==> src/thrc_pkg.sv <==
package thrc_pkg;

   localparam int TIME_BINS   = 131072;
   localparam int COUNT_BITS  = 32;
   localparam int ANSWER_BITS = 33;
   localparam int STATUS_BITS = 2;
   localparam int ACTION_BITS = 3;
   localparam int TIME_BITS   = 24;
   localparam int RAW_BITS    = 20;
   localparam int IDX_BITS    = $clog2(TIME_BINS);
   localparam int WALK_BITS   = $clog2(TIME_BINS + 1);
   localparam int QUEUE_DEPTH = 2;
   localparam int QPTR_BITS   = $clog2(QUEUE_DEPTH);
   localparam int QCNT_BITS   = $clog2(QUEUE_DEPTH + 1);

   localparam int W_HOUR_TENS = 36000;
   localparam int W_HOUR_ONES = 3600;
   localparam int W_MIN_TENS  = 600;
   localparam int W_MIN_ONES  = 60;
   localparam int W_SEC_TENS  = 10;

   localparam logic [ACTION_BITS-1:0] ACT_RECORD = 3'd0;
   localparam logic [ACTION_BITS-1:0] ACT_BUILD  = 3'd1;
   localparam logic [ACTION_BITS-1:0] ACT_TOTAL  = 3'd2;
   localparam logic [ACTION_BITS-1:0] ACT_PERIOD = 3'd3;
   localparam logic [ACTION_BITS-1:0] ACT_AT     = 3'd4;

   localparam logic [STATUS_BITS-1:0] STAT_OK        = 2'd0;
   localparam logic [STATUS_BITS-1:0] STAT_RANGE     = 2'd1;
   localparam logic [STATUS_BITS-1:0] STAT_NOT_BUILT = 2'd2;

   typedef struct packed {
      logic [ACTION_BITS-1:0] action;
      logic [IDX_BITS-1:0]    idx_a;
      logic                   a_bad;
      logic [IDX_BITS-1:0]    idx_b;
      logic                   b_bad;
   } thrc_cmd_type;

   function automatic logic [RAW_BITS-1:0] thrc_time_index(input logic [TIME_BITS-1:0] t);
      return RAW_BITS'(t[23:20]) * RAW_BITS'(W_HOUR_TENS)
           + RAW_BITS'(t[19:16]) * RAW_BITS'(W_HOUR_ONES)
           + RAW_BITS'(t[15:12]) * RAW_BITS'(W_MIN_TENS)
           + RAW_BITS'(t[11:8])  * RAW_BITS'(W_MIN_ONES)
           + RAW_BITS'(t[7:4])   * RAW_BITS'(W_SEC_TENS)
           + RAW_BITS'(t[3:0]);
   endfunction

   function automatic logic [COUNT_BITS-1:0] thrc_sat_add(input logic [COUNT_BITS-1:0] a,
                                                          input logic [COUNT_BITS-1:0] b);
      logic [COUNT_BITS:0] sum;
      sum = {1'b0, a} + {1'b0, b};
      return sum[COUNT_BITS] ? '1 : sum[COUNT_BITS-1:0];
   endfunction

endpackage

==> src/thrc_queue.sv <==
module thrc_queue import thrc_pkg::*; (
   input  logic         clock,
   input  logic         reset,
   input  logic         push,
   input  thrc_cmd_type push_cmd,
   output logic         full,
   input  logic         pop,
   output logic         head_valid,
   output thrc_cmd_type head
);

   thrc_cmd_type         slots_ff [QUEUE_DEPTH];
   logic [QPTR_BITS-1:0] wr_ptr_ff, wr_ptr_in;
   logic [QPTR_BITS-1:0] rd_ptr_ff, rd_ptr_in;
   logic [QCNT_BITS-1:0] count_ff, count_in;

   function automatic logic [QPTR_BITS-1:0] next_ptr(input logic [QPTR_BITS-1:0] p);
      return (p == QPTR_BITS'(QUEUE_DEPTH - 1)) ? '0 : p + 1'b1;
   endfunction

   assign full       = count_ff == QCNT_BITS'(QUEUE_DEPTH);
   assign head_valid = count_ff != '0;
   assign head       = slots_ff[rd_ptr_ff];

   always_comb begin
      wr_ptr_in = push ? next_ptr(wr_ptr_ff) : wr_ptr_ff;
      rd_ptr_in = pop ? next_ptr(rd_ptr_ff) : rd_ptr_ff;
      count_in  = count_ff + QCNT_BITS'(push) - QCNT_BITS'(pop);
   end

   always_ff @(posedge clock) begin
      if (reset) begin
         wr_ptr_ff <= '0;
         rd_ptr_ff <= '0;
         count_ff  <= '0;
      end else begin
         wr_ptr_ff <= wr_ptr_in;
         rd_ptr_ff <= rd_ptr_in;
         count_ff  <= count_in;
      end
   end

   always_ff @(posedge clock) begin
      if (push) begin
         slots_ff[wr_ptr_ff] <= push_cmd;
      end
   end

endmodule

==> config.mk <==
export PLATFORM = sky130hd
export DESIGN_NAME = thrc_queue
export DESIGN_NICKNAME = d
export VERILOG_FILES = /design/src/thrc_pkg.sv /design/src/thrc_queue.sv
export SDC_FILE = /design/constraint.sdc
export NUM_CORES = 1
export LEC_CHECK = 0
export ABC_CLOCK_PERIOD_IN_PS = 3400
export BUFFER_PORTS_ARGS = -buffer_cell sky130_fd_sc_hd__buf_2
export CAP_MARGIN = 20
export CORE_MARGIN = 2
export CORE_UTILIZATION = 40
export DETAILED_ROUTE_END_ITERATION = 10
export PLACE_DENSITY = 0.6
export SETUP_SLACK_MARGIN = 0.15
export SLEW_MARGIN = 20
export SYNTH_ARGS = -nofsm -noshare
export SYNTH_HDL_FRONTEND = slang
export SYNTH_SLANG_ARGS = --single-unit
export TNS_END_PERCENT = 50
==> constraint.sdc <==
create_clock -name clock -period 3.4 [get_ports clock]
set_clock_uncertainty 0.05 [all_clocks]
set_input_delay 0.68 -clock clock [delete_from_list [all_inputs] [get_ports clock]]
set_output_delay 0.68 -clock clock [all_outputs]
set_load 0.02 [all_outputs]
# After elaboration in Yosys (flattened, before gate mapping)
# Memories as Yosys holds them, arrays and structs flattened. A register that Yosys moved wholly into a read port is not among the register bits.
# Cells that the tools add are included.
# word_totals
out_inout_bits	41
in_bits	43
register_bits	4
mem_count	1
word_cells	16
ramBits	78
# op_classes
reduce_logical	1
eq_ne	1
muxes	6
n_addsub	4
# memory_table
name	words	word_bits	read_ports	rd_clocked_by_memory_dff	write_ports	line_no	text
slots_ff	2	39	1	1	1	thrc_queue.sv:12	thrc_cmd_type slots_ff [QUEUE_DEPTH];
# ops
op	n
1-bit 2-to-1 mux	6
1-bit adder (second input constant)	2
2-bit by 1-bit adder with 2-bit output	1
2-bit == test (second input constant)	1
2-bit nonzero test	1
2-bit by 1-bit subtractor with 2-bit output	1

# Depth between registers and ports, before layout
# logic_depth
ltp_word	4
mapped_depth	6
ltp_nobuf	6

# Least setup slack after synthesis
# Ideal clock, no wire load.
# synth_timing
path_type	input port to flip-flop
from	input push
to	memory slots_ff[0][0] (netlist name) (enable)
n_path_buf	0
setup_ns	0.440
setup_slack_ns	0.483
arrival_time_ns	2.427
stages	1
required_ns	2.910
path_cell_list	nor2b_1
# synth_via
elab_chain_len	2
# synth_rtl
item	line_no	text
from (decl)	thrc_queue.sv:4	input logic push,
1-bit 2-to-1 mux	thrc_queue.sv:44	if (push) begin
1-bit 2-to-1 mux (not written as such)	thrc_queue.sv:45	slots_ff[wr_ptr_ff] <= push_cmd;
to (decl)	thrc_queue.sv:12	
# Every way passes these cells.

==> run_summary.xml <==
<?xml version="1.0" encoding="UTF-8"?>
<metrics>
  <group name="clocking">
    <metric name="post_cts_buffers" unit="">0</metric>
    <metric name="cts.repair.resized" unit="">0</metric>
    <metric name="numCtsBuffers" unit="">9</metric>
    <metric name="ctsLongestPathBuffers" unit="">2</metric>
    <metric name="cts.clk_slew.worst_paths" unit="ps">80</metric>
    <metric name="postCtsHoldBufs" unit="">0</metric>
    <metric name="ctsRootBufferMaster" unit="">sky130_fd_sc_hd__clkbuf_8</metric>
    <metric name="clock-sinks" unit="">83</metric>
    <metric name="worstSkewPairLatency" unit="ps">320</metric>
    <metric name="cts_htree_levels" unit="">3</metric>
    <metric name="tritoncts" unit="">built</metric>
  </group>
  <group name="global_route">
    <metric name="grt_first_pass_wirelength" unit="um">7755</metric>
    <metric name="grt_pass1_vias" unit="">1643</metric>
    <metric name="maximum_number_of_pins_on_one_net_before_global_route_repair" unit="">40</metric>
    <metric name="global_route.overflow_total" unit="">0</metric>
    <metric name="grt_antenna_before_repair" unit="">0</metric>
    <metric name="track_usage" unit="">0.1245</metric>
  </group>
  <group name="floorplanning">
    <metric name="row_count" unit="">31</metric>
    <metric name="design.die.area" unit="um2">8416</metric>
    <metric name="floorplan.initialDensity" unit="">0.4178</metric>
    <metric name="die_width" unit="um">91.74</metric>
    <metric name="ios" unit="">84</metric>
    <metric name="dieHeight" unit="um">91.74</metric>
    <metric name="design.core.area" unit="um2">7370</metric>
  </group>
  <group name="synthesis">
    <metric name="average_size_of_a_mapped_cell" unit="um2">21.68</metric>
    <metric name="ys.flop_type" unit="">sky130_fd_sc_hd__edfxtp_1</metric>
    <metric name="fraction_of_registers_with_async_set_or_reset_after_synthesis" unit="">0</metric>
    <metric name="ys_warn_count" unit="">0</metric>
    <metric name="flops_latches_synth" unit="">83</metric>
    <metric name="synthesis.area" unit="um2">3079</metric>
    <metric name="netlist_instances" unit="">142</metric>
    <metric name="synth_top_cells_by_count" unit="">78 x sky130_fd_sc_hd__edfxtp_1, 29 x sky130_fd_sc_hd__mux2_2, 10 x sky130_fd_sc_hd__mux2_4</metric>
    <metric name="synth_seq_area_share" unit="">0.7932</metric>
    <metric name="netlist.top_cell.by_area" unit="">sky130_fd_sc_hd__edfxtp_1</metric>
    <metric name="yosys.cell_count.top_type" unit="">sky130_fd_sc_hd__edfxtp_1</metric>
    <metric name="synth-edff-count" unit="">78</metric>
    <metric name="synthDominantCellAreaShare" unit="">0.7607</metric>
    <metric name="ys_top_cells_by_area" unit="">sky130_fd_sc_hd__edfxtp_1 76%, sky130_fd_sc_hd__mux2_2 11%, sky130_fd_sc_hd__mux2_4 4.9%</metric>
    <metric name="postSynthNetCount" unit="">187</metric>
    <metric name="synth_cell_type_count" unit="">15</metric>
  </group>
  <group name="worst_setup_path">
    <metric name="cp.required" unit="ps">2670</metric>
    <metric name="worst_ep_arrival_time" unit="ps">1800</metric>
    <metric name="critPathMaxFanout" unit="">17</metric>
    <metric name="crit_path_end_kind" unit="">output port</metric>
    <metric name="worst_setup_path_start_kind" unit="">flip-flop</metric>
    <metric name="timing.setup.critical_path_class" unit="">flip-flop to output port</metric>
  </group>
  <group name="placement">
    <metric name="placed_cells" unit="">323</metric>
    <metric name="gp_congestion" unit="">0.6935</metric>
    <metric name="hpwl_after_detailed_placement" unit="um">3289</metric>
    <metric name="placement.io_buffers" unit="">83</metric>
  </group>
  <group name="layout">
    <metric name="syn2layout_area_growth" unit="%">23.61</metric>
    <metric name="fill_cells" unit="">638</metric>
    <metric name="fin_nets" unit="">280</metric>
    <metric name="final_cells" unit="">339</metric>
    <metric name="post_route_cells_drive_above_1_share" unit="">0.5958</metric>
    <metric name="antenna_diode_count" unit="">0</metric>
  </group>
  <group name="timing">
    <metric name="finalSetupViolCount" unit="">0</metric>
    <metric name="post_layout_min_period" unit="ps">2535</metric>
    <metric name="min_period_over_period" unit="">0.7455</metric>
    <metric name="finalHoldWorstSlack" unit="ps">476.5</metric>
    <metric name="hold_viol_final" unit="">0</metric>
    <metric name="worst_slew_margin_rel" unit="">0.3531</metric>
    <metric name="clock.fmax" unit="GHz">0.3945</metric>
    <metric name="slew_viol_final" unit="">0</metric>
    <metric name="setup_total_negative_slack" unit="ps">0</metric>
    <metric name="rsz0062_at_grt" unit="">no</metric>
    <metric name="worst-slew-pin-transition" unit="ps">970.3</metric>
  </group>
  <group name="status">
    <metric name="run_status" unit="">complete, no violations</metric>
  </group>
  <group name="power">
    <metric name="vdd.ir_drop.worst" unit="V">0.0002339</metric>
    <metric name="leakagePower" unit="nW">1.464</metric>
    <metric name="power_density" unit="nW/um2">579.9</metric>
  </group>
  <group name="detailed_routing">
    <metric name="route.detailed.wl_per_inst" unit="um">14.45</metric>
    <metric name="detail_route.drc_violations" unit="">0</metric>
    <metric name="route.vias.total" unit="">1523</metric>
    <metric name="first_pass_iters" unit="">2</metric>
    <metric name="drtAntennaViolNets" unit="">0</metric>
    <metric name="drtIter0Drc" unit="">45</metric>
    <metric name="wirelength" unit="um">4899</metric>
    <metric name="vias_per_cell" unit="">4.493</metric>
  </group>
  <group name="hold_path">
    <metric name="hp-class" unit="">flip-flop to flip-flop</metric>
  </group>
  <group name="flow_run">
    <metric name="timing.max_cap.violations" unit="">0</metric>
  </group>
</metrics>
layout by cell type (no fill, tap or decap):
cell / count
sky130_fd_sc_hd__xnor3_1: 1
sky130_fd_sc_hd__nor2_1: 4
sky130_fd_sc_hd__or2_2: 1
sky130_fd_sc_hd__mux2_4: 10
sky130_fd_sc_hd__edfxtp_1: 78
sky130_fd_sc_hd__clkbuf_1: 2
sky130_fd_sc_hd__nor2b_4: 1
sky130_fd_sc_hd__mux2_2: 29
sky130_fd_sc_hd__clkinv_2: 1
sky130_fd_sc_hd__clkinv_4: 1
sky130_fd_sc_hd__nor2b_1: 2
sky130_fd_sc_hd__and2_2: 1
sky130_fd_sc_hd__xnor2_1: 2
sky130_fd_sc_hd__ha_1: 2
sky130_fd_sc_hd__dfxtp_1: 4
sky130_fd_sc_hd__dfxtp_2: 1
sky130_fd_sc_hd__inv_1: 2
sky130_fd_sc_hd__clkbuf_8: 10
sky130_fd_sc_hd__clkinvlp_4: 1
sky130_fd_sc_hd__bufinv_16: 1
sky130_fd_sc_hd__buf_2: 83
sky130_fd_sc_hd__buf_4: 3
kinds of logic after synthesis:
| family | count (synthesis) | synth area share |
|---|---|---|
| buf+inv | 6 | 0.01585 |
| xor+xnor | 3 | 0.01300 |
| fa+ha+maj | 2 | 0.008125 |
| simple gates | 9 | 0.01504 |
| mux | 39 | 0.1548 |
| flops | 83 | 0.7932 |
power breakdown:
group / internal [mW] / switching (mW)
registers: 1.19 / 0.0258
clock network: 0.360 / 0.322
logic: 0.139 / 0.169
worst paths after layout:
kind / end / slack, ps / from / cells past startpoint
worst min register to register: rd_ptr_ff$_SDFFE_PP0P_ / 480 / rd_ptr_ff$_SDFFE_PP0P_ / 2
worst max-delay path: head[9] / 870 / flip-flop / 3
worst max register to register: slots_ff[1][18]$_DFFE_PP_ / 1740 / wr_ptr_ff$_SDFFE_PP0P_ / 1
worst min-delay path: rd_ptr_ff$_SDFFE_PP0P_ / 480 / rd_ptr_ff$_SDFFE_PP0P_ / 2
state kept, by name, summed over array words and instances (netlist names), named ones only:
register	flops
count_ff	2
rd_ptr_ff	1
slots_ff	78
wr_ptr_ff	1
critical path: stages (launching register included):
cell,delay (ps)
sky130_fd_sc_hd__dfxtp_2,630
sky130_fd_sc_hd__buf_4,310
sky130_fd_sc_hd__mux2_2,360
sky130_fd_sc_hd__buf_2,160
per-stage QoR:
step                utilization  total power, mW  cell area, um2  setup slack, ps
floorplan                     -            1.448            3079            483.4
global route             0.5165            2.301            3806            763.5
detailed placement       0.4898            1.555            3610             1201
finish                   0.5165            2.207            3806            865.3
global placement         0.4898            1.551            3610             1190
CTS                      0.5165            2.242            3806            818.3
layer usage:
metal  routed length (um)  track usage  vias to the layer above  share of wire
li1                     -            -                      739              -
met1                 1972       0.1390                      723           0.40
met2                 2478       0.2083                       56           0.51
met3                  401      0.04930                        5          0.082
met4                   46      0.05970                        0         0.0094
met5                    0            0                        -              0
area by class of cell:
cell class              instances  area, um2  area share
flip-flops and latches         83       2444      0.6420
multi-input cells              53      596.8      0.1568
repair buffers                 86      437.9      0.1151
clock buffers                  12      145.1     0.03813
well taps                      99      123.9     0.03254
clock inverters                 4      51.30     0.01348
inverters                       2      7.507    0.001972
No activity file was read; power rests on OpenSTA's default activity.
