==> src/thrc_pkg.sv <==
package thrc_pkg;

   localparam int TIME_BINS   = 131072;
   localparam int COUNT_BITS  = 32;
   localparam int ANSWER_BITS = 33;
   localparam int STATUS_BITS = 2;
   localparam int ACTION_BITS = 3;
   localparam int TIME_BITS   = 24;
   localparam int RAW_BITS    = 20;
   localparam int IDX_BITS    = $clog2(TIME_BINS);
   localparam int WALK_BITS   = $clog2(TIME_BINS + 1);
   localparam int QUEUE_DEPTH = 2;
   localparam int QPTR_BITS   = $clog2(QUEUE_DEPTH);
   localparam int QCNT_BITS   = $clog2(QUEUE_DEPTH + 1);

   localparam int W_HOUR_TENS = 36000;
   localparam int W_HOUR_ONES = 3600;
   localparam int W_MIN_TENS  = 600;
   localparam int W_MIN_ONES  = 60;
   localparam int W_SEC_TENS  = 10;

   localparam logic [ACTION_BITS-1:0] ACT_RECORD = 3'd0;
   localparam logic [ACTION_BITS-1:0] ACT_BUILD  = 3'd1;
   localparam logic [ACTION_BITS-1:0] ACT_TOTAL  = 3'd2;
   localparam logic [ACTION_BITS-1:0] ACT_PERIOD = 3'd3;
   localparam logic [ACTION_BITS-1:0] ACT_AT     = 3'd4;

   localparam logic [STATUS_BITS-1:0] STAT_OK        = 2'd0;
   localparam logic [STATUS_BITS-1:0] STAT_RANGE     = 2'd1;
   localparam logic [STATUS_BITS-1:0] STAT_NOT_BUILT = 2'd2;

   typedef struct packed {
      logic [ACTION_BITS-1:0] action;
      logic [IDX_BITS-1:0]    idx_a;
      logic                   a_bad;
      logic [IDX_BITS-1:0]    idx_b;
      logic                   b_bad;
   } thrc_cmd_type;

   function automatic logic [RAW_BITS-1:0] thrc_time_index(input logic [TIME_BITS-1:0] t);
      return RAW_BITS'(t[23:20]) * RAW_BITS'(W_HOUR_TENS)
           + RAW_BITS'(t[19:16]) * RAW_BITS'(W_HOUR_ONES)
           + RAW_BITS'(t[15:12]) * RAW_BITS'(W_MIN_TENS)
           + RAW_BITS'(t[11:8])  * RAW_BITS'(W_MIN_ONES)
           + RAW_BITS'(t[7:4])   * RAW_BITS'(W_SEC_TENS)
           + RAW_BITS'(t[3:0]);
   endfunction

   function automatic logic [COUNT_BITS-1:0] thrc_sat_add(input logic [COUNT_BITS-1:0] a,
                                                          input logic [COUNT_BITS-1:0] b);
      logic [COUNT_BITS:0] sum;
      sum = {1'b0, a} + {1'b0, b};
      return sum[COUNT_BITS] ? '1 : sum[COUNT_BITS-1:0];
   endfunction

endpackage

==> src/thrc_channels.sv <==
interface thrc_req_if import thrc_pkg::*; ();
   logic                   valid;
   logic                   ready;
   logic [ACTION_BITS-1:0] action;
   logic [TIME_BITS-1:0]   time_a;
   logic [TIME_BITS-1:0]   time_b;

   modport source (output valid, action, time_a, time_b, input ready);
   modport sink   (input valid, action, time_a, time_b, output ready);
endinterface


==> src/thrc_front.sv <==
module thrc_front import thrc_pkg::*; (
   thrc_req_if.sink     req,
   input  logic         clearing,
   input  logic         queue_full,
   output logic         push,
   output thrc_cmd_type cmd
);

   logic [RAW_BITS-1:0] raw_a;
   logic [RAW_BITS-1:0] raw_b;
   logic                known;

   assign raw_a = thrc_time_index(req.time_a);
   assign raw_b = thrc_time_index(req.time_b);

   // Unused action codes are taken and dropped here.
   assign known = (req.action == ACT_RECORD) || (req.action == ACT_BUILD) ||
                  (req.action == ACT_TOTAL) || (req.action == ACT_PERIOD) ||
                  (req.action == ACT_AT);

   assign req.ready  = !queue_full && !clearing;
   assign push       = req.valid && req.ready && known;
   assign cmd.action = req.action;
   assign cmd.idx_a  = raw_a[IDX_BITS-1:0];
   assign cmd.a_bad  = raw_a >= RAW_BITS'(TIME_BINS);
   assign cmd.idx_b  = raw_b[IDX_BITS-1:0];
   assign cmd.b_bad  = raw_b >= RAW_BITS'(TIME_BINS);

endmodule

==> src/flat_wrapper.sv <==
// flat-port wrapper written by rule: the top's interface ports become plain ports
module thrc_front_flat import thrc_pkg::*;
  (clearing, queue_full, push, cmd, req_valid, req_action, req_time_a, req_time_b, req_ready);
  thrc_req_if req_i ();
  input  logic clearing;
  input  logic queue_full;
  output logic push;
  output thrc_cmd_type cmd;
  input wire logic [$bits(req_i.valid)-1:0] req_valid;
  input wire logic [$bits(req_i.action)-1:0] req_action;
  input wire logic [$bits(req_i.time_a)-1:0] req_time_a;
  input wire logic [$bits(req_i.time_b)-1:0] req_time_b;
  output wire logic [$bits(req_i.ready)-1:0] req_ready;
  assign req_i.valid = req_valid;
  assign req_i.action = req_action;
  assign req_i.time_a = req_time_a;
  assign req_i.time_b = req_time_b;
  assign req_ready = req_i.ready;
  thrc_front u_core (.req(req_i), .clearing(clearing), .queue_full(queue_full), .push(push), .cmd(cmd));
endmodule
==> config.mk <==
export PLATFORM = sky130hd
export DESIGN_NAME = thrc_front_flat
export DESIGN_NICKNAME = d
export VERILOG_FILES = /design/src/thrc_pkg.sv /design/src/thrc_channels.sv /design/src/thrc_front.sv /design/src/flat_wrapper.sv
export SDC_FILE = /design/constraint.sdc
export NUM_CORES = 1
export LEC_CHECK = 0
export BUFFER_PORTS_ARGS = -buffer_cell sky130_fd_sc_hd__buf_2
export CORE_AREA = 2 2 91 159
export DETAILED_ROUTE_END_ITERATION = 12
export DIE_AREA = 0 0 93 161
export SETUP_SLACK_MARGIN = 0.1
export SLEW_MARGIN = 20
export SYNTH_ARGS = -nofsm -noshare
export SYNTH_HDL_FRONTEND = slang
export SYNTH_SLANG_ARGS = --single-unit
==> constraint.sdc <==
create_clock -name vclk -period 12
set_input_delay 0.6 -clock vclk [all_inputs]
set_output_delay 0.6 -clock vclk [all_outputs]
set_load 0.03 [all_outputs]
* After elaboration in Yosys (flattened, before gate mapping) *
Cells that the tools add are included.

cells by class
  add/subtract/negate cells = 10
  multiply operators = 10
  divide/modulo/power cells = 0
  order comparisons = 2
  equal/unequal tests = 4
  shift operators = 0
  multiplexer cells = 0
  bitwise gates (word level) = 0
  reductions and logical operators = 10

operator list
  operator                                                              number
  adder 20 x 10 -> 20 bit                                               2
  adder 20 x 14 -> 20 bit                                               2
  adder 20 x 16 -> 20 bit                                               2
  adder 20 x 4 -> 20 bit                                                2
  adder 20 x 8 -> 20 bit                                                2
  greater-or-equal comparator 20 x 18 -> 1 bit (second input constant)  2
  multiplier 4 x 11 -> 15 bit (second input constant)                   2
  multiplier 4 x 8 -> 12 bit (second input constant)                    2
  multiplier 4 x 7 -> 11 bit (second input constant)                    2
  multiplier 4 x 4 -> 8 bit (second input constant)                     2
  multiplier 4 x 3 -> 7 bit (second input constant)                     2
  == test 3 x 2 -> 1 bit (second input constant)                        2
  logical OR 1 bit                                                      4
  == test 3 x 1 -> 1 bit (second input constant)                        1
  == test 3 bit (second input constant)                                 1
  logical AND 1 bit                                                     3
  logical NOT 3 bit                                                     1
  logical NOT 1 bit                                                     2

word-level totals
  flip-flop bits (word level) = 0
  latch bits = 0
  RAM bits = 0
  bits in read-only memories = 0
  input bits = 54
  word-level logic and storage cells = 36
  memories = 0

* Longest topological paths before layout *
Gate-level depths: netlist (run 1).

  word-level depth = 7
  depth in mapped cells = 23

* Worst setup path before layout (run 1) *
Ideal clock, no wire load.

  kind = input -> output
  from = in req_time_a[8]
  to = out cmd[18] (netlist name)
  arrival time = 6.013 ns
  data required time = 11.400 ns
  path slack = 5.387 ns
  cell stages on the path = 20
  buffers on the path = 0
  cells stage by stage = fa_1 fa_1 ha_1 a21o_1 a21oi_1 o21bai_1 a21oi_1 xor2_1 fa_1 fa_1 inv_1 ha_1 ha_1 and3_1 and3_1 a211o_1 o31ai_4 nor2_2 o311a_1 o21ai_1

RTL lines
  element      RTL line            source
  from (decl)  flat_wrapper.sv:11  input wire logic [$bits(req_i.time_a)-1:0] req_time_a;
  to (decl)    flat_wrapper.sv:8   output thrc_cmd_type cmd;

==> impl_metrics.json, run 1 <==
{
  "design.final.nets": 1083,
  "min-delay-path-class": "in -> out",
  "finalHoldViolCount": 0,
  "status": "complete, no violations",
  "grt_pass1_wl_mm": 21.9,
  "n_antenna_cell": 0,
  "die_height_um": 161,
  "ctsHoldBuffers": 0,
  "synth_top_cell_area_share": 0.393,
  "yosysTopAreaCell": "sky130_fd_sc_hd__ha_1",
  "numPortBuffers": 91,
  "worstPathRequired_ns": 11.40,
  "maximum_number_of_pins_on_one_net_before_global_route_repair": 8,
  "setup-tns-final_ns": 0,
  "initial_utilization": 0.442,
  "synth.avg_cell_area_um2": 8.81,
  "post_cts_resize_count": 0,
  "fin_crit_ns": 6.98,
  "antenna_found_initial": 0,
  "critical_path.max_fanout": 3,
  "slew-limit-headroom": 0.676,
  "number_of_violations_reported_at_the_end_of_detailed_routing_iteration_0": 77,
  "post_synth_main_area_contributors": "sky130_fd_sc_hd__ha_1 (39%), sky130_fd_sc_hd__fa_1 (21%), sky130_fd_sc_hd__inv_1 (9.9%)",
  "place.detailed.hpwl_mm": 12.2,
  "postSynthNetCount": 995,
  "yosys_warnings": 0,
  "post-route-drc-count": 0,
  "vias": 4861,
  "final-max-slew-violation-count": 0,
  "transition_time_at_the_pin_with_the_least_slew_margin_ns": 0.481,
  "fp.dieArea_um2": 15000,
  "grt.overflow.total": 0,
  "setup_viol": 0,
  "ioPinCount": 95,
  "syn-cell-area_um2": 6060,
  "synth_cell_type_count": 41,
  "worstSetupPathType": "in -> out",
  "number_of_cell_rows": 57,
  "timing.final.crit_share": 0.582,
  "ff_latch_area_um2": 0,
  "critical_path.endpoint_type": "output port",
  "critical-path-slowest-cell": "sky130_fd_sc_hd__fa_1",
  "cts_setup_buffers": 0,
  "worstPathArrival_ns": 6.38,
  "avgViaCountPerCell": 5.12,
  "gp_congestion": 0.860,
  "grt_pass1_vias": 5139,
  "overall_routing_resource_usage": 0.175,
  "antenna_violating_nets_post_route": 0,
  "drive_above_1_share": 0.124,
  "cap_viol_max_count": 0,
  "seq_cell_count": 0,
  "floorplan.core_area_um2": 13700,
  "total_routed_length_mm": 12.8,
  "chipWidth_um": 93,
  "crit_chain": "buf_2 > fa_1 > fa_1 > ha_1 > a21o_1 > a21oi_1 > xnor2_1 > fa_1 > fa_1 > inv_1 > fa_1 > inv_1 > ha_1 > nand2_1 > o31ai_1 > o221ai_1 > o21ai_0 > a311oi_1 > xnor2_1 > nand3_1 > buf_2",
  "synth_sequential_area_ratio": 0,
  "timing.critical_path.from_type": "primary input",
  "maxClockFrequency_mhz": 143,
  "cpMostUsedCell": "sky130_fd_sc_hd__fa_1",
  "cpPeakStageDelay_ns": 0.58,
  "grt_setup_unrepaired": "no",
  "num-clock-buffers": 0,
  "route.detailed.wl_per_inst_um": 13.5,
  "areaGrowthSynthToFinish_pct": 10.6,
  "drt-pass1-iter-count": 4,
  "postSynthCellCount": 687
}
area by class of cell:
class	count	area [µm²]
Multi-Input combinational cell	522	5420
Tap cell	177	221
Timing Repair Buffer	91	455
Fill cell	1340	7000
Inverter	160	601
routing by layer:
layer	track usage	up-vias	part of all wire	wire length, µm
li1	-	2440	-	-
met4	0.0374	0	0.023	291
met3	0.00979	18	0.027	342
met5	0	-	0	0
met1	0.182	2304	0.36	4600
met2	0.367	99	0.59	7590
stage by stage:
step,util,hold WS (ns),area (µm²),setup slack [ns],cells
2_1_floorplan,-,1.31,6060,5.39,687
4_1_cts,0.489,1.20,6700,5.01,950
5_1_grt,0.489,1.20,6700,4.77,950
3_5_place_dp,0.489,1.20,6700,5.01,950
6_report,0.489,1.20,6700,5.02,950
3_3_place_gp,0.489,1.20,6700,5.21,950
critical path: cells and delay by family:
kind            cells  cell delay (ns)
fa+ha+maj           7             3.17
compound gates      6             1.69
buf+inv             4             0.42
xor+xnor            2             0.34
simple gates        2             0.17
Yosys cell counts:
master                     count
sky130_fd_sc_hd__nand2b_1      5
sky130_fd_sc_hd__nor2_1       17
sky130_fd_sc_hd__a41o_1        1
sky130_fd_sc_hd__a31oi_1       7
sky130_fd_sc_hd__o31ai_1       1
sky130_fd_sc_hd__xnor2_1      40
sky130_fd_sc_hd__nor3_1        1
sky130_fd_sc_hd__a211oi_1      4
sky130_fd_sc_hd__buf_4         5
sky130_fd_sc_hd__o21ai_0      26
sky130_fd_sc_hd__a21o_1       19
sky130_fd_sc_hd__nand3_1       5
sky130_fd_sc_hd__or2_2         1
sky130_fd_sc_hd__fa_1         64
sky130_fd_sc_hd__a41oi_1       1
sky130_fd_sc_hd__o21ai_1       1
sky130_fd_sc_hd__o31ai_4       1
sky130_fd_sc_hd__ha_1        190
sky130_fd_sc_hd__o211a_1       2
sky130_fd_sc_hd__nor2b_1       9
sky130_fd_sc_hd__nand2_1      19
sky130_fd_sc_hd__o221ai_1      1
sky130_fd_sc_hd__and3_1        6
sky130_fd_sc_hd__and3_2        1
sky130_fd_sc_hd__and2_1        1
sky130_fd_sc_hd__nand4_1       1
sky130_fd_sc_hd__o21ba_2       1
sky130_fd_sc_hd__a21boi_0      4
sky130_fd_sc_hd__o22ai_1       2
sky130_fd_sc_hd__o21bai_1      4
sky130_fd_sc_hd__a211o_1       2
sky130_fd_sc_hd__a22oi_1       1
sky130_fd_sc_hd__o211ai_1      1
sky130_fd_sc_hd__inv_1       160
sky130_fd_sc_hd__nor2_2        1
sky130_fd_sc_hd__a311oi_1      1
sky130_fd_sc_hd__a21oi_1      46
sky130_fd_sc_hd__xor2_1       29
sky130_fd_sc_hd__o311a_1       1
sky130_fd_sc_hd__o32a_1        1
sky130_fd_sc_hd__o21a_1        4
final timing paths:
check,from,endpoint,slack (ns),depth (start not counted)
max,req_time_b[8],cmd[0],5.02,21
min,req_time_b[0],cmd[1],1.20,0
cell families (layout without fill, tap and decap cells):
logic type	after synthesis	after routing	synth area share
buffers and inverters	165	251	0.105
xor gates and xnor gates	69	69	0.0998
and+or+nand+nor	67	67	0.0533
AOI/OAI and AO/OA	132	132	0.137
adders and majority gates	254	254	0.604
cells in the final DEF, fill, tap and decap left out, types with 7 or more instances in the layout:
master                    count
sky130_fd_sc_hd__ha_1       190
sky130_fd_sc_hd__fa_1        64
sky130_fd_sc_hd__buf_2       91
sky130_fd_sc_hd__nor2b_1      9
sky130_fd_sc_hd__a21oi_1     46
sky130_fd_sc_hd__xnor2_1     40
sky130_fd_sc_hd__nand2_1     19
sky130_fd_sc_hd__a31oi_1      7
sky130_fd_sc_hd__a21o_1      19
sky130_fd_sc_hd__o21ai_0     26
sky130_fd_sc_hd__nor2_1      17
sky130_fd_sc_hd__inv_1      160
sky130_fd_sc_hd__xor2_1      29
Power of run 1 is left out: the tool's default activity adds up to more than one toggle a clock period on the data nets, which glitch-free logic cannot reach.
==> inputs of run 2 (changes only) <==
- PLACE_DENSITY: not set -> 0.67
- clock period: 12 -> 6.4 ns (I/O delays scaled with it)
==> impl_metrics.json, run 2 (same netlist as run 1, synthesis figures left out) <==
{
  "vias": 4821,
  "grt_util_met2": 0.383,
  "maximum_number_of_pins_on_one_net_before_global_route_repair": 8,
  "numPortBuffers": 91,
  "avgViaCountPerCell": 5.05,
  "cp_num_buf_inv": 3,
  "ctsHoldBuffers": 0,
  "cpLargestDelayFamily": "adder cells",
  "place.detailed.hpwl_mm": 12.1,
  "grt.busiest_layer": "met2",
  "antenna_violating_nets_post_route": 0,
  "antenna_found_initial": 0,
  "worstPathRequired_ns": 6.08,
  "worstPathArrival_ns": 5.76,
  "cap_viol_max_count": 0,
  "setup_viol": 0,
  "number_of_cell_rows": 57,
  "drt-pass1-iter-count": 4,
  "fin_crit_ns": 6.08,
  "final.setup.worst_slack_ns": 0.323,
  "chipWidth_um": 93,
  "cpPeakStageDelay_ns": 0.57,
  "critical_path.max_fanout": 4,
  "min-delay-path-class": "in -> out",
  "status": "complete, no violations",
  "grt.overflow.total": 0,
  "timing.critical_path.from_type": "primary input",
  "cpMostUsedCell": "sky130_fd_sc_hd__fa_1",
  "drive_above_1_share": 0.142,
  "design.final.nets": 1087,
  "worstSetupPathType": "in -> out",
  "overall_routing_resource_usage": 0.179,
  "dp_slack_ns": 0.0851,
  "final-max-slew-violation-count": 0,
  "die_height_um": 161,
  "crit_chain": "buf_2 > fa_1 > fa_1 > ha_1 > a21o_1 > a21oi_1 > o21bai_1 > a21oi_1 > xor2_1 > fa_1 > fa_1 > inv_1 > ha_1 > ha_1 > o21a_1 > o221ai_1 > o21ai_2 > a311oi_1 > xnor2_1 > nand3_1 > buf_2",
  "number_of_violations_reported_at_the_end_of_detailed_routing_iteration_0": 90,
  "layout.cells.most_common_list": "sky130_fd_sc_hd__ha_1 (188), sky130_fd_sc_hd__inv_1 (160), sky130_fd_sc_hd__buf_2 (90)",
  "total_routed_length_mm": 12.8,
  "fp.dieArea_um2": 15000,
  "gp_congestion": 0.837,
  "ioPinCount": 95,
  "grt_pass1_wl_mm": 22.2,
  "grt_util_met3": 0.0163,
  "ff_latch_area_um2": 0,
  "transition_time_at_the_pin_with_the_least_slew_margin_ns": 0.382,
  "areaGrowthSynthToFinish_pct": 12.0,
  "setup-tns-final_ns": 0,
  "num-clock-buffers": 0,
  "slew-limit-headroom": 0.745,
  "initial_utilization": 0.442,
  "maxClockFrequency_mhz": 165,
  "route.detailed.wl_per_inst_um": 13.4,
  "grt_setup_unrepaired": "yes",
  "post-route-drc-count": 0,
  "critical_path.endpoint_type": "output port",
  "floorplan.core_area_um2": 13700,
  "seq_cell_count": 0,
  "grt_pass1_vias": 5113,
  "finalHoldViolCount": 0,
  "n_antenna_cell": 0,
  "groute.layer.met1.usage": 0.181,
  "critical-path-slowest-cell": "sky130_fd_sc_hd__fa_1",
  "layout_commonest_cell": "sky130_fd_sc_hd__ha_1",
  "timing.final.crit_share": 0.950
}
[run 2: area by class of cell]
cell class                      count  area (µm²)
Tap cell                          177         221
Multi-Input combinational cell    522        5470
Inverter                          160         601
Timing Repair Buffer               95         492
Fill cell                        1403        6910
[run 2: worst paths after layout]
path	start	to	slack, ns	depth (start not counted)
hold / removal	req_time_b[0]	cmd[1]	0.64	0
setup / recovery	req_time_b[8]	cmd[0]	0.32	21
[run 2: routing by layer]
layer / wire length (µm) / share of wire / up-vias
met5: 0 / 0 / -
met4: 289 / 0.023 / 0
met3: 485 / 0.038 / 14
met2: 7370 / 0.58 / 95
met1: 4660 / 0.36 / 2272
li1: - / - / 2440
[run 2: per-stage QoR]
stage               instances  hold slack [ns]  cell area, µm²  utilization
floorplan                 687            0.752            6060            -
global placement          952            0.640            6710        0.490
detailed placement        952            0.640            6710        0.490
CTS                       952            0.640            6710        0.490
global route              954            0.640            6780        0.495
finish                    954            0.640            6780        0.495
[run 2: repair_timing]
action / in CTS / in global routing
endpoints found under the hold margin: 0 / 0
pin swaps: 0 / 8
setup endpoints to repair: 1 / 5
setup buffers: 0 / 2
resized for setup: 1 / 14
Power of run 2 is left out for the same reason.
==> inputs of run 3 (changes only) <==
- PLACE_DENSITY: 0.67 -> not set
- clock period: 6.4 -> 6.3 ns (I/O delays scaled with it)
==> impl_metrics.json, run 3 (same netlist as run 1, synthesis figures left out) <==
{
  "post-route-util": 0.502,
  "post-route-drc-count": 0,
  "number_of_cell_rows": 57,
  "drt-pass1-iter-count": 6,
  "initial_utilization": 0.442,
  "vias": 4896,
  "critical-path-slowest-cell": "sky130_fd_sc_hd__fa_2",
  "critical_path.endpoint_type": "output port",
  "design.final.nets": 1088,
  "grt.overflow.total": 0,
  "status": "complete, no violations",
  "finalHoldViolCount": 0,
  "route.detailed.wl_per_inst_um": 13.7,
  "num-clock-buffers": 0,
  "grt_pass1_wl_mm": 22.4,
  "worstSetupPathType": "in -> out",
  "drive_above_1_share": 0.162,
  "setup_viol": 0,
  "ff_latch_area_um2": 0,
  "maxClockFrequency_mhz": 167,
  "ioPinCount": 95,
  "numPortBuffers": 91,
  "number_of_violations_reported_at_the_end_of_detailed_routing_iteration_0": 87,
  "grt_pass1_vias": 5190,
  "avgViaCountPerCell": 5.13,
  "die_height_um": 161,
  "ctsHoldBuffers": 0,
  "slew-limit-headroom": 0.764,
  "fp.dieArea_um2": 15000,
  "grt_setup_unrepaired": "no",
  "floorplan.core_area_um2": 13700,
  "cap_viol_max_count": 0,
  "gp_congestion": 0.850,
  "timing.critical_path.from_type": "primary input",
  "worstSetupEndpoint": "cmd[18]",
  "seq_cell_count": 0,
  "maximum_number_of_pins_on_one_net_before_global_route_repair": 8,
  "n_antenna_cell": 0,
  "antenna_violating_nets_post_route": 0,
  "crit_chain": "buf_2 > fa_2 > fa_1 > ha_1 > a21o_1 > a21oi_2 > o21bai_1 > a21oi_2 > xor2_2 > fa_1 > fa_1 > inv_1 > ha_1 > ha_4 > and3_4 > and3_1 > a211o_1 > o31ai_4 > nor2_2 > o311a_1 > o21ai_1 > buf_4",
  "timing.final.crit_share": 0.953,
  "fin_crit_ns": 6.00,
  "setup-tns-final_ns": 0,
  "areaGrowthSynthToFinish_pct": 13.6,
  "critical_path.max_fanout": 3,
  "total_routed_length_mm": 13.1,
  "layout.cells.most_common_list": "sky130_fd_sc_hd__ha_1 (185), sky130_fd_sc_hd__inv_1 (159), sky130_fd_sc_hd__buf_2 (89)",
  "worstPathArrival_ns": 5.69,
  "overall_routing_resource_usage": 0.178,
  "place.detailed.hpwl_mm": 12.2,
  "cpPeakStageDelay_ns": 0.60,
  "final-max-slew-violation-count": 0,
  "cpMostUsedCell": "sky130_fd_sc_hd__fa_1",
  "transition_time_at_the_pin_with_the_least_slew_margin_ns": 0.350,
  "antenna_found_initial": 0,
  "worstPathRequired_ns": 5.98,
  "min-delay-path-class": "in -> out",
  "chipWidth_um": 93,
  "critPathLaunch": "req_time_a[8]",
  "layout_commonest_cell": "sky130_fd_sc_hd__ha_1"
}
[run 3: cell types whose count changed in the layout (fill, tap and decap cells not counted), sizes merged]
| cell | change |
|---|---|
| clkbuf | +1 |
[run 3: routing by layer]
metal | GRT usage | vias to the layer above | part of all wire
li1 | - | 2446 | -
met1 | 0.193 | 2364 | 0.36
met2 | 0.380 | 74 | 0.60
met3 | 0.00700 | 12 | 0.026
met4 | 0.0167 | 0 | 0.012
met5 | 0 | - | 0
[run 3: per-stage QoR]
step / instance area (µm²) / cells / hold slack [ns] / setup WS (ns)
after floorplan: 6060 / 687 / 0.742 / 0.257
after global routing: 6880 / 955 / 0.630 / 0.0748
after CTS: 6730 / 954 / 0.630 / 0.104
after detailed placement: 6730 / 954 / 0.630 / 0.0136
after global placement: 6730 / 954 / 0.630 / 0.176
final: 6880 / 955 / 0.630 / 0.299
[run 3: worst min path at each step]
stage	start	to	depth (start not counted)
3_3_place_gp	req_time_a[0]	cmd[19]	0
5_1_grt	req_time_b[0]	cmd[1]	0
3_5_place_dp	req_time_a[0]	cmd[19]	0
4_1_cts	req_time_a[0]	cmd[19]	0
2_1_floorplan	queue_full	req_ready	1
6_report	req_time_b[0]	cmd[1]	0
[run 3: area by class of cell]
| type | instances | area (µm²) |
|---|---|---|
| inverters | 160 | 601 |
| well taps | 177 | 221 |
| repair buffers | 96 | 502 |
| fillers | 1379 | 6810 |
| multi-input cells | 522 | 5560 |
[run 3: critical path, delay by kind of cell]
family,cells,cell delay [ns]
buf+inv,3,0.36
simple gates,3,0.43
compound gates,8,1.70
xor+xnor,1,0.20
fa+ha+maj,7,2.70
[run 3: repair_timing]
action	CTS	global route
endpoints found under the setup margin	1	6
setup buffers	0	1
resized for setup	3	28
pin swaps	1	18
Power of run 3 is left out for the same reason.
